<file path="src/hw/rtl/csba_pkg.sv">
package csba_pkg;

	localparam int WORD_BITS = 64;

	localparam logic MODE_ALLOC   = 1'b0;
	localparam logic MODE_RELEASE = 1'b1;

	localparam logic [1:0] STATUS_OK      = 2'd0;
	localparam logic [1:0] STATUS_NOSPACE = 2'd1;
	localparam logic [1:0] STATUS_BADREL  = 2'd2;

	typedef enum logic [2:0] {
		ST_CLEAR,
		ST_IDLE,
		ST_SCAN,
		ST_MARK,
		ST_CHECK,
		ST_FREE,
		ST_RESP
	} state_t;

	// Summary of one map word as seen by the first-fit search.
	typedef struct packed {
		logic       inside_hit;
		logic [5:0] inside_pos;
		logic [6:0] lead_free;
		logic [6:0] trail_free;
	} eval_t;

endpackage

</file>
<file path="src/hw/rtl/csba_if.sv">
interface csba_req_if;
	logic        valid;
	logic        ready;
	logic        mode;
	logic [12:0] count;
	logic [11:0] start_sector;

	modport source (output valid, output mode, output count, output start_sector, input ready);
	modport sink (input valid, input mode, input count, input start_sector, output ready);
endinterface

interface csba_rsp_if;
	logic        valid;
	logic        ready;
	logic [1:0]  status;
	logic [11:0] first_sector;

	modport source (output valid, output status, output first_sector, input ready);
	modport sink (input valid, input status, input first_sector, output ready);
endinterface

</file>
<file path="src/hw/rtl/csba_ram.sv">
module csba_ram #(
	parameter int WIDTH = 64,
	parameter int DEPTH = 64
) (
	input  logic                                     clk,
	input  logic                                     we,
	input  logic [((DEPTH > 1) ? $clog2(DEPTH) : 1)-1:0] waddr,
	input  logic [WIDTH-1:0]                         wdata,
	input  logic                                     re,
	input  logic [((DEPTH > 1) ? $clog2(DEPTH) : 1)-1:0] raddr,
	output logic [WIDTH-1:0]                         rdata
);

	logic [WIDTH-1:0] mem [DEPTH];

	always_ff @(posedge clk) begin
		if (we) begin
			mem[waddr] <= wdata;
		end
		if (re) begin
			rdata <= mem[raddr];
		end
	end

endmodule

</file>
<file path="src/hw/rtl/csba_word_eval.sv">
module csba_word_eval (
	input  logic [63:0]     used,
	input  logic [6:0]      lim,
	input  logic [6:0]      cnt,
	input  logic            cnt_ok,
	output csba_pkg::eval_t res
);
	import csba_pkg::*;

	logic [63:0]      lim_mask;
	logic [63:0]      free_w;
	logic [6:0][63:0] runs;
	logic [63:0]      win;

	assign lim_mask = (lim >= 7'd64) ? {64{1'b1}} : ((64'd1 << lim[5:0]) - 64'd1);
	assign free_w   = ~used & lim_mask;

	// runs[k] marks positions that open 2**k free bits inside the word.
	always_comb begin
		runs[0] = free_w;
		for (int k = 1; k < 7; k++) begin
			runs[k] = runs[k-1] & (runs[k-1] >> (1 << (k - 1)));
		end
	end

	always_comb begin
		logic [6:0] acc;
		acc = 7'd0;
		win = {64{1'b1}};
		for (int k = 0; k < 7; k++) begin
			if (cnt[k]) begin
				win = win & (runs[k] >> acc);
				acc = acc + 7'(1 << k);
			end
		end
	end

	always_comb begin
		res.inside_hit = cnt_ok && (cnt != 7'd0) && (win != 64'd0);
		res.inside_pos = 6'd0;
		res.lead_free  = 7'd64;
		res.trail_free = 7'd64;
		for (int j = 63; j >= 0; j--) begin
			if (win[j]) begin
				res.inside_pos = 6'(j);
			end
			if (!free_w[j]) begin
				res.lead_free = 7'(j);
			end
		end
		for (int j = 0; j < 64; j++) begin
			if (!free_w[j]) begin
				res.trail_free = 7'(63 - j);
			end
		end
	end

endmodule

</file>
<file path="src/hw/rtl/contiguous_sector_bitmap_allocator_core.sv">
// First-fit sector allocator over a used/free bitmap held in one 64-bit wide
// synchronous RAM, one word per 64 sectors. After reset the block runs a
// clearing pass of one word per cycle that frees every sector except 0 and
// 1; no request is taken until it is done. An allocate scans the map word by
// word from sector 0, one RAM read per cycle, up to the last word of the
// active sector count, then does a read-modify-write of every word the found
// run touches. A release reads the words of its run once to check that all
// are used and a second time to clear them. Trivial requests (zero count, run
// too long, run past the end) go straight to the response. One request is
// worked on at a time; the next request transfer is taken while a finished
// result still waits in the output register.
module contiguous_sector_bitmap_allocator_core #(
	parameter int MAX_SECTORS = 4096
) (
	input  logic        clk,
	input  logic        arst_n,
	input  logic        cfg_we,
	input  logic [12:0] cfg_wdata,
	csba_req_if.sink    req,
	csba_rsp_if.source  rsp
);
	import csba_pkg::*;

	localparam int WORDS = (MAX_SECTORS + WORD_BITS - 1) / WORD_BITS;
	localparam int AW    = (WORDS > 1) ? $clog2(WORDS) : 1;
	localparam int NW    = $clog2(MAX_SECTORS + 1);
	localparam int W     = ((NW > 14) ? NW : 14) + 1;
	localparam logic [W-1:0] MAX_W     = W'(MAX_SECTORS);
	localparam logic [W-1:0] LAST_WORD = W'(WORDS - 1);

	state_t state_q, state_d;

	logic [12:0]  sector_count_q;
	logic [W-1:0] n_w, sc_w;

	logic [W-1:0] cnt_q, r_q, run_a_q, run_e_q;
	logic [W-1:0] iss_q, pass_end_q, waddr_s1, clr_q;
	logic         dv_s1;
	logic [1:0]   res_status_q;
	logic [11:0]  res_first_q;
	logic         out_valid_q;
	logic [1:0]   out_status_q;
	logic [11:0]  out_first_q;

	logic          ram_we, ram_re;
	logic [AW-1:0] ram_waddr, ram_raddr;
	logic [63:0]   ram_wdata, ram_rdata;

	logic [W-1:0] cnt_in, start_in, rel_end_in, nw_last;
	logic         acc, out_free, issue, last_dv, in_pass;
	logic         too_big, rel_bad;

	logic [W-1:0] base_w, rem_w, carry_sum, found_first, found_end, new_r;
	logic [6:0]   lim7;
	logic         carry_hit, hit, check_bad;
	logic [63:0]  run_mask;
	logic [5:0]   lo, hi;
	eval_t        ev;

	// The active count is the register clipped to the map size.
	assign sc_w    = W'(sector_count_q);
	assign n_w     = (sc_w > MAX_W) ? MAX_W : sc_w;
	assign nw_last = ((n_w + W'(63)) >> 6) - W'(1);

	assign cnt_in     = W'(req.count);
	assign start_in   = W'(req.start_sector);
	assign rel_end_in = start_in + cnt_in;
	assign acc        = req.valid && req.ready;
	assign too_big    = cnt_in > n_w;
	assign rel_bad    = rel_end_in > n_w;
	assign out_free   = !out_valid_q || rsp.ready;

	assign in_pass = (state_q == ST_SCAN) || (state_q == ST_MARK) ||
	                 (state_q == ST_CHECK) || (state_q == ST_FREE);
	assign issue   = in_pass && (iss_q <= pass_end_q);
	assign last_dv = dv_s1 && (waddr_s1 == pass_end_q);

	// Search step on the word that the RAM presents this cycle. A run that
	// began in earlier words (r_q free sectors so far) wins over one that
	// lies wholly inside this word, since it ends first.
	assign base_w = W'({waddr_s1, 6'b0});
	assign rem_w  = n_w - base_w;
	assign lim7   = (rem_w >= W'(64)) ? 7'd64 : rem_w[6:0];

	csba_word_eval u_eval (
		.used   (ram_rdata),
		.lim    (lim7),
		.cnt    (cnt_q[6:0]),
		.cnt_ok (cnt_q <= W'(64)),
		.res    (ev)
	);

	assign carry_sum   = r_q + W'(ev.lead_free);
	assign carry_hit   = carry_sum >= cnt_q;
	assign hit         = carry_hit || ev.inside_hit;
	assign found_first = carry_hit ? (base_w - r_q) : (base_w + W'(ev.inside_pos));
	assign found_end   = found_first + cnt_q - W'(1);
	assign new_r       = (ev.lead_free == 7'd64) ? (r_q + W'(64)) : W'(ev.trail_free);

	// Bits of the current word that belong to the run being marked, checked
	// or freed.
	assign lo = (waddr_s1 == (run_a_q >> 6)) ? run_a_q[5:0] : 6'd0;
	assign hi = (waddr_s1 == (run_e_q >> 6)) ? run_e_q[5:0] : 6'd63;
	assign run_mask  = ({64{1'b1}} << lo) & ({64{1'b1}} >> (6'd63 - hi));
	assign check_bad = (ram_rdata & run_mask) != run_mask;

	csba_ram #(
		.WIDTH (WORD_BITS),
		.DEPTH (WORDS)
	) u_map (
		.clk   (clk),
		.we    (ram_we),
		.waddr (ram_waddr),
		.wdata (ram_wdata),
		.re    (ram_re),
		.raddr (ram_raddr),
		.rdata (ram_rdata)
	);

	always_comb begin
		state_d = state_q;
		case (state_q)
			ST_CLEAR: begin
				if (clr_q == LAST_WORD) begin
					state_d = ST_IDLE;
				end
			end
			ST_IDLE: begin
				if (acc) begin
					if (req.mode == MODE_ALLOC) begin
						state_d = (too_big || cnt_in == '0) ? ST_RESP : ST_SCAN;
					end else begin
						state_d = (rel_bad || cnt_in == '0) ? ST_RESP : ST_CHECK;
					end
				end
			end
			ST_SCAN: begin
				if (dv_s1 && hit) begin
					state_d = ST_MARK;
				end else if (last_dv) begin
					state_d = ST_RESP;
				end
			end
			ST_CHECK: begin
				if (dv_s1 && check_bad) begin
					state_d = ST_RESP;
				end else if (last_dv) begin
					state_d = ST_FREE;
				end
			end
			ST_MARK, ST_FREE: begin
				if (last_dv) begin
					state_d = ST_RESP;
				end
			end
			ST_RESP: begin
				if (out_free) begin
					state_d = ST_IDLE;
				end
			end
			default: state_d = ST_IDLE;
		endcase
	end

	always_comb begin
		req.ready        = (state_q == ST_IDLE);
		rsp.valid        = out_valid_q;
		rsp.status       = out_status_q;
		rsp.first_sector = out_first_q;
		ram_re           = issue;
		ram_raddr        = iss_q[AW-1:0];
		ram_we           = 1'b0;
		ram_waddr        = waddr_s1[AW-1:0];
		ram_wdata        = ram_rdata | run_mask;
		case (state_q)
			ST_CLEAR: begin
				ram_we    = 1'b1;
				ram_waddr = clr_q[AW-1:0];
				ram_wdata = (clr_q == '0) ? 64'd3 : 64'd0;
			end
			ST_MARK: begin
				ram_we = dv_s1;
			end
			ST_FREE: begin
				ram_we    = dv_s1;
				ram_wdata = ram_rdata & ~run_mask;
			end
			default: begin
				ram_we = 1'b0;
			end
		endcase
	end

	// Control state.
	always_ff @(posedge clk or negedge arst_n) begin
		if (!arst_n) begin
			state_q        <= ST_CLEAR;
			sector_count_q <= 13'd4096;
			clr_q          <= '0;
			dv_s1          <= 1'b0;
			out_valid_q    <= 1'b0;
		end else begin
			state_q <= state_d;
			if (cfg_we) begin
				sector_count_q <= cfg_wdata;
			end
			if (state_q == ST_CLEAR) begin
				clr_q <= clr_q + W'(1);
			end
			// A read still in flight from a finished pass is dropped.
			dv_s1 <= issue && (state_d == state_q);
			if (state_q == ST_RESP && out_free) begin
				out_valid_q <= 1'b1;
			end else if (rsp.ready) begin
				out_valid_q <= 1'b0;
			end
		end
	end

	// Datapath registers. The read address steps only while the pass goes
	// on; a change of state either ends the pass or loads a new start word.
	always_ff @(posedge clk) begin
		if (issue && (state_d == state_q)) begin
			iss_q <= iss_q + W'(1);
		end
		waddr_s1 <= iss_q;
		if (state_q == ST_RESP && out_free) begin
			out_status_q <= res_status_q;
			out_first_q  <= res_first_q;
		end
		case (state_q)
			ST_IDLE: begin
				if (acc) begin
					cnt_q       <= cnt_in;
					r_q         <= '0;
					run_a_q     <= start_in;
					run_e_q     <= rel_end_in - W'(1);
					res_first_q <= 12'd0;
					if (req.mode == MODE_ALLOC) begin
						res_status_q <= too_big ? STATUS_NOSPACE : STATUS_OK;
						iss_q        <= '0;
						pass_end_q   <= nw_last;
					end else begin
						res_status_q <= rel_bad ? STATUS_BADREL : STATUS_OK;
						iss_q        <= start_in >> 6;
						pass_end_q   <= (rel_end_in - W'(1)) >> 6;
					end
				end
			end
			ST_SCAN: begin
				if (dv_s1) begin
					if (hit) begin
						res_first_q <= found_first[11:0];
						run_a_q     <= found_first;
						run_e_q     <= found_end;
						iss_q       <= found_first >> 6;
						pass_end_q  <= found_end >> 6;
					end else begin
						r_q <= new_r;
						if (last_dv) begin
							res_status_q <= STATUS_NOSPACE;
						end
					end
				end
			end
			ST_CHECK: begin
				if (dv_s1 && check_bad) begin
					res_status_q <= STATUS_BADREL;
				end else if (last_dv) begin
					iss_q <= run_a_q >> 6;
				end
			end
			default: ;
		endcase
	end

endmodule

</file>
<file path="src/flat_wrapper.sv">
// flat-port wrapper written by rule: the top's interface ports become plain ports
module contiguous_sector_bitmap_allocator_core_flat import csba_pkg::*;
#(
	parameter int MAX_SECTORS = 4096
)
  (clk, arst_n, cfg_we, cfg_wdata, req_valid, req_mode, req_count, req_start_sector, req_ready, rsp_valid, rsp_status, rsp_first_sector, rsp_ready);
  csba_req_if req_i ();
  csba_rsp_if rsp_i ();
  input  logic clk;
  input  logic arst_n;
  input  logic cfg_we;
  input  logic [12:0] cfg_wdata;
  input wire logic [$bits(req_i.valid)-1:0] req_valid;
  input wire logic [$bits(req_i.mode)-1:0] req_mode;
  input wire logic [$bits(req_i.count)-1:0] req_count;
  input wire logic [$bits(req_i.start_sector)-1:0] req_start_sector;
  output wire logic [$bits(req_i.ready)-1:0] req_ready;
  output wire logic [$bits(rsp_i.valid)-1:0] rsp_valid;
  output wire logic [$bits(rsp_i.status)-1:0] rsp_status;
  output wire logic [$bits(rsp_i.first_sector)-1:0] rsp_first_sector;
  input wire logic [$bits(rsp_i.ready)-1:0] rsp_ready;
  assign req_i.valid = req_valid;
  assign req_i.mode = req_mode;
  assign req_i.count = req_count;
  assign req_i.start_sector = req_start_sector;
  assign req_ready = req_i.ready;
  assign rsp_valid = rsp_i.valid;
  assign rsp_status = rsp_i.status;
  assign rsp_first_sector = rsp_i.first_sector;
  assign rsp_i.ready = rsp_ready;
  contiguous_sector_bitmap_allocator_core #(.MAX_SECTORS(MAX_SECTORS)) u_core (.clk(clk), .arst_n(arst_n), .cfg_we(cfg_we), .cfg_wdata(cfg_wdata), .req(req_i), .rsp(rsp_i));
endmodule
</file>
<file path="config.mk">
export PLATFORM = sky130hd
export DESIGN_NAME = contiguous_sector_bitmap_allocator_core_flat
export DESIGN_NICKNAME = d
export VERILOG_FILES = /design/src/hw/rtl/csba_pkg.sv /design/src/hw/rtl/csba_if.sv /design/src/hw/rtl/csba_ram.sv /design/src/hw/rtl/csba_word_eval.sv /design/src/hw/rtl/contiguous_sector_bitmap_allocator_core.sv /design/src/flat_wrapper.sv
export SDC_FILE = /design/constraint.sdc
export NUM_CORES = 2
export LEC_CHECK = 0
export ABC_AREA = 0
export BUFFER_PORTS_ARGS = -buffer_cell sky130_fd_sc_hd__buf_2
export CAP_MARGIN = 20
export CORE_MARGIN = 10
export CORE_UTILIZATION = 28
export DETAILED_ROUTE_END_ITERATION = 10
export SKIP_LAST_GASP = 1
export SLEW_MARGIN = 20
export SYNTH_ARGS = -nofsm -noshare
export SYNTH_HDL_FRONTEND = slang
export SYNTH_HIERARCHICAL = 1
export SYNTH_SLANG_ARGS = --single-unit
</file>
<file path="constraint.sdc">
create_clock -name clk -period 25.4 [get_ports clk]
set_input_delay 5.08 -clock clk [delete_from_list [all_inputs] [get_ports clk]]
set_output_delay 5.08 -clock clk [all_outputs]
set_load 0.02 [all_outputs]
</file>
==> summary.txt <==
CTS
  • Clock Pin Slew Worst Setup and Hold Paths: roughly 70 ps
  • Cells resized by post-CTS repair: 0
  • Clock tree buffer depth: 4
  • CTS Buf Count: 427
  • CTS Root Cell: clkbuf_16
  • H-Tree Depth: 5
  • Clock sink total: 4,319
  • Clk_lat worst skew: 1030 ps
  • CTS tree: built
  • Hold buffers post-CTS: 0
  • Setup Buffers After CTS: 0

Critical path
  • R2r startpoint: u_core/sector_count_q[12]$_DFFE_PN1P_
  • Setup CP Type: flip-flop to flip-flop
  • Largest stage delay on the critical path: 870 ps
  • Register-to-Register Setup Slack: 8790 ps
  • Crit end category: flip-flop
  • Crit path capture: u_core/run_e_q[14]$_DFFE_PP_
  • Crit. Startpoint: u_core/sector_count_q[12]$_DFFE_PN1P_
  • Slowest stage cell, crit path: a221oi_1
  • Worst Path Required: around 26,000 ps
  • Critical Path AT: 17,370 ps
  • Crit path top cell by count: o21ai_0
  • Worst reg2reg path depth: 64
  • Reg2Reg Capture Point: u_core/run_e_q[14]$_DFFE_PP_
  • Critical Path Start Type: flip-flop
  • Crit-path max FO: 63

Logic synthesis
  • Yosys top cell by area: edfxtp_1
  • Complex-gate fraction of the synthesized area: between 8 and 9%
  • Multiplexer area fraction after synthesis: about 14%
  • #FFs+latches synth: between 4,000 and 5,000
  • Adder-cell share of the synthesized area: less than 1%
  • EDFF count, synth: ~4,300
  • Cells after synthesis: ~11,000
  • Top-count cell post-synth: edfxtp_1
  • Total nets after synthesis: 11,300
  • Asr flop ratio synth: 0.764%
  • Post-synthesis sequential area ratio: 68.3%
  • Xor-xnor portion of the synthesized cell area: 0.597%
  • Largest family of logic cells by synthesized area: multiplexers
  • Synth Area in Simple Gates: 6.02%
  • Synth Cell Area: 189,000 µm²
  • Post-synth cell types: 114
  • Synthesis Warnings: 6
  • Dominant synthesized flop cell: edfxtp_1
  • Syn_area_per_cell: between 15 and 20 µm²
  • Top-area cell type share of the netlist area: between 60 and 70%
  • Commonest cells post-synth: edfxtp_1, mux4_2, nor2_1, nand2_1, clkbuf_1
  • Area contributors post-synth: edfxtp_1, mux4_2, nor2_1, mux2i_1, nand2_1

Drt
  • DRT Wirelength: 672,000 µm
  • Routed vias: 118,000
  • Drt via density: 5.70
  • Routed Antenna Nets: 0
  • Per-cell routed wire length: 32.5 µm
  • Number of DRC markers in iteration 0: 17,700
  • Drt pass-1 iters: 6
  • DRC viols: 0

Timing
  • Hold Slack: 352 ps
  • Clk_skew: around 140 ps
  • Worst setup margin: 8790 ps
  • Minimum clock period: 16,610 ps
  • Setup violators final: 0
  • Tcrit/Tclk final: 65.4%
  • Relative slew slack: 9.71%
  • Peak Freq: 0.0602 GHz
  • Slew Limit Fails: 0
  • Final hold violation count: 0
  • Tightest Pin Transition: 1320 ps
  • Setup TNS: 0 ps
  • RSZ-0062 raised after global routing: false

Place
  • Hpwl dp: approximately 410,000 µm
  • Cell Area, Placed: 202,000 µm²
  • GPL Wtd Cong: 0.993
  • Setup Slack @ Placement: about 8900 ps
  • Post-Place Cells: 19,900
  • IO Port Bufs: 59

Floorplanning
  • DIE AREA: 709,000 µm²
  • Die width: 842 µm
  • Io pins: 60
  • FP Rows: 301
  • Core Footprint: 673,000 µm²
  • Initial Util: 28.1%
  • Die Y: 842 µm

Final layout
  • Area growth syn-to-layout: 14.1%
  • Final Non-Filler Cells: slightly above 20,000
  • Design area: around 220,000 µm²
  • Final net count: between 10,000 and 15,000
  • Share of cells above drive strength 1: 21.2%
  • Seq. cell area: 129,000 µm²
  • Finished Core Util: 32.1%
  • FILL cells: 64,900
  • Area of the multi-input gates: 57,500 µm²

Global routing
  • Largest net degree at the start of global routing: 127
  • Grt ovf: 0
  • Global-route wire length before repair: 928,000 µm
  • GRT Total Usage: 18.1%
  • Vias in the first global route: between 100k and 150k
  • Initial antenna violation count: 73

Pwr
  • Power Density: 120 nW/µm²
  • Total power: 25.9 mW
  • Pleak: 65.5 nW
  • Maximum vdd drop: 0.000136 V

Flow run
  • Max cap viols: 0

Outcome
  • Status: complete, no violations

Hold path
  • Worst Hold Class: flip-flop to flip-flop
-- registers in the layout (all words and copies together) (netlist names), 3 cells and up --
| signal | cells |
|---|---|
| u_core/clr_q | 15 |
| u_core/cnt_q | 13 |
| u_core/iss_q | 15 |
| u_core/pass_end_q | 10 |
| u_core/r_q | 15 |
| u_core/res_first_q | 12 |
| u_core/rsp.first_sector | 12 |
| u_core/run_a_q | 15 |
| u_core/run_e_q | 15 |
| u_core/sector_count_q | 13 |
| u_core/state_q | 3 |
| u_core/u_map/mem | 4096 |
| u_core/u_map/rdata | 64 |
| u_core/waddr_s1 | 15 |
-- cell usage in the layout (no fill, tap or decap), drive strengths merged, types with 37 or more instances in the layout --
cell / netlist / routed
mux2i: 208 / 208
or4: 37 / 37
a22o: 101 / 101
o31ai: 45 / 45
a2bb2oi: 40 / 40
clkinv: 6 / 186
xnor2: 99 / 99
clkbuf: 389 / 548
or3: 80 / 80
a211oi: 160 / 160
o221ai: 67 / 67
nor2: 593 / 593
nor2b: 58 / 58
edfxtp: 4256 / 4256
a41oi: 43 / 43
mux4: 1072 / 1072
a21o: 80 / 80
a221oi: 38 / 38
o21a: 44 / 44
nor4: 105 / 105
mux2: 46 / 46
and2: 48 / 48
inv: 181 / 194
or2: 64 / 64
a31oi: 88 / 88
buf: 319 / 482
a22oi: 194 / 194
and3: 118 / 118
nor3: 189 / 189
nand2b: 46 / 46
ha: 123 / 123
nand3: 238 / 238
a2111oi: 38 / 38
a21oi: 317 / 317
o211ai: 68 / 68
o21ai: 304 / 304
o22ai: 122 / 122
nand2: 454 / 454
nand4: 135 / 135
-- cells by family after synthesis --
logic type | count (synthesis)
muxes | 1326
adders and majority gates | 127
DFF | 4319
xor gates and xnor gates | 129
AOI/OAI and AO/OA | 2112
buffers and inverters | 895
and+or+nand+nor | 2252
-- cell type report --
| type | count | area share (%) |
|---|---|---|
| Multi-Input combinational cell | 5946 | 26.6 |
| Clock inverter | 224 | 0.903 |
| Sequential cell | 4319 | 59.9 |
| Inverter | 187 | 0.330 |
| Antenna cell | 19 | 0.0220 |
| Timing Repair Buffer | 482 | 1.84 |
| Clock buffer | 548 | 5.22 |
| Tap cell | 8938 | 5.18 |
-- routing by layer --
| metal | share of wire, % | vias to the layer above | track usage [%] | wire length (µm) |
|---|---|---|---|---|
| li1 | - | 46800 | - | - |
| met1 | 40 | 62400 | 25.0 | 269000 |
| met2 | 45 | 7201 | 27.7 | 302000 |
| met3 | 10 | 1390 | 3.72 | 69600 |
| met4 | 4.6 | 20 | 7.09 | 31000 |
| met5 | 0.021 | - | 0 | 138 |
-- worst min-delay path by stage --
stage	startpoint	to	slack, ps	depth (start not counted)
after floorplan	u_core/iss_q[14]$_DFF_P_	u_core/waddr_s1[14]$_DFF_P_	370	0
after global placement	u_core/iss_q[12]$_DFF_P_	u_core/waddr_s1[12]$_DFF_P_	390	0
after detailed placement	u_core/iss_q[12]$_DFF_P_	u_core/waddr_s1[12]$_DFF_P_	400	0
after CTS	u_core/res_first_q[7]$_SDFFCE_PN0P_	u_core/rsp.first_sector[7]$_DFFE_PP_	340	0
after global routing	u_core/res_first_q[7]$_SDFFCE_PN0P_	u_core/rsp.first_sector[7]$_DFFE_PP_	370	0
final	u_core/res_first_q[7]$_SDFFCE_PN0P_	u_core/rsp.first_sector[7]$_DFFE_PP_	350	0
-- power by group --
| group | total, mW | switching [mW] | internal [mW] | leakage (nW) |
|---|---|---|---|---|
| Sequential | 10.6 | 0.442 | 10.1 | 38.7 |
| Clock | 6.08 | 2.71 | 3.37 | 6.42 |
| Combinational | 9.22 | 6.34 | 2.88 | 20.3 |
-- critical path: cells and delay by family, from the launching register on --
kind	cells	cell delay, ps
fa+ha+maj	6	2130
simple gates	20	4460
xor+xnor	4	580
buf+inv	9	2480
flops	1	600
compound gates	25	6050
Note: power is estimated with default switching activity, not from simulation.
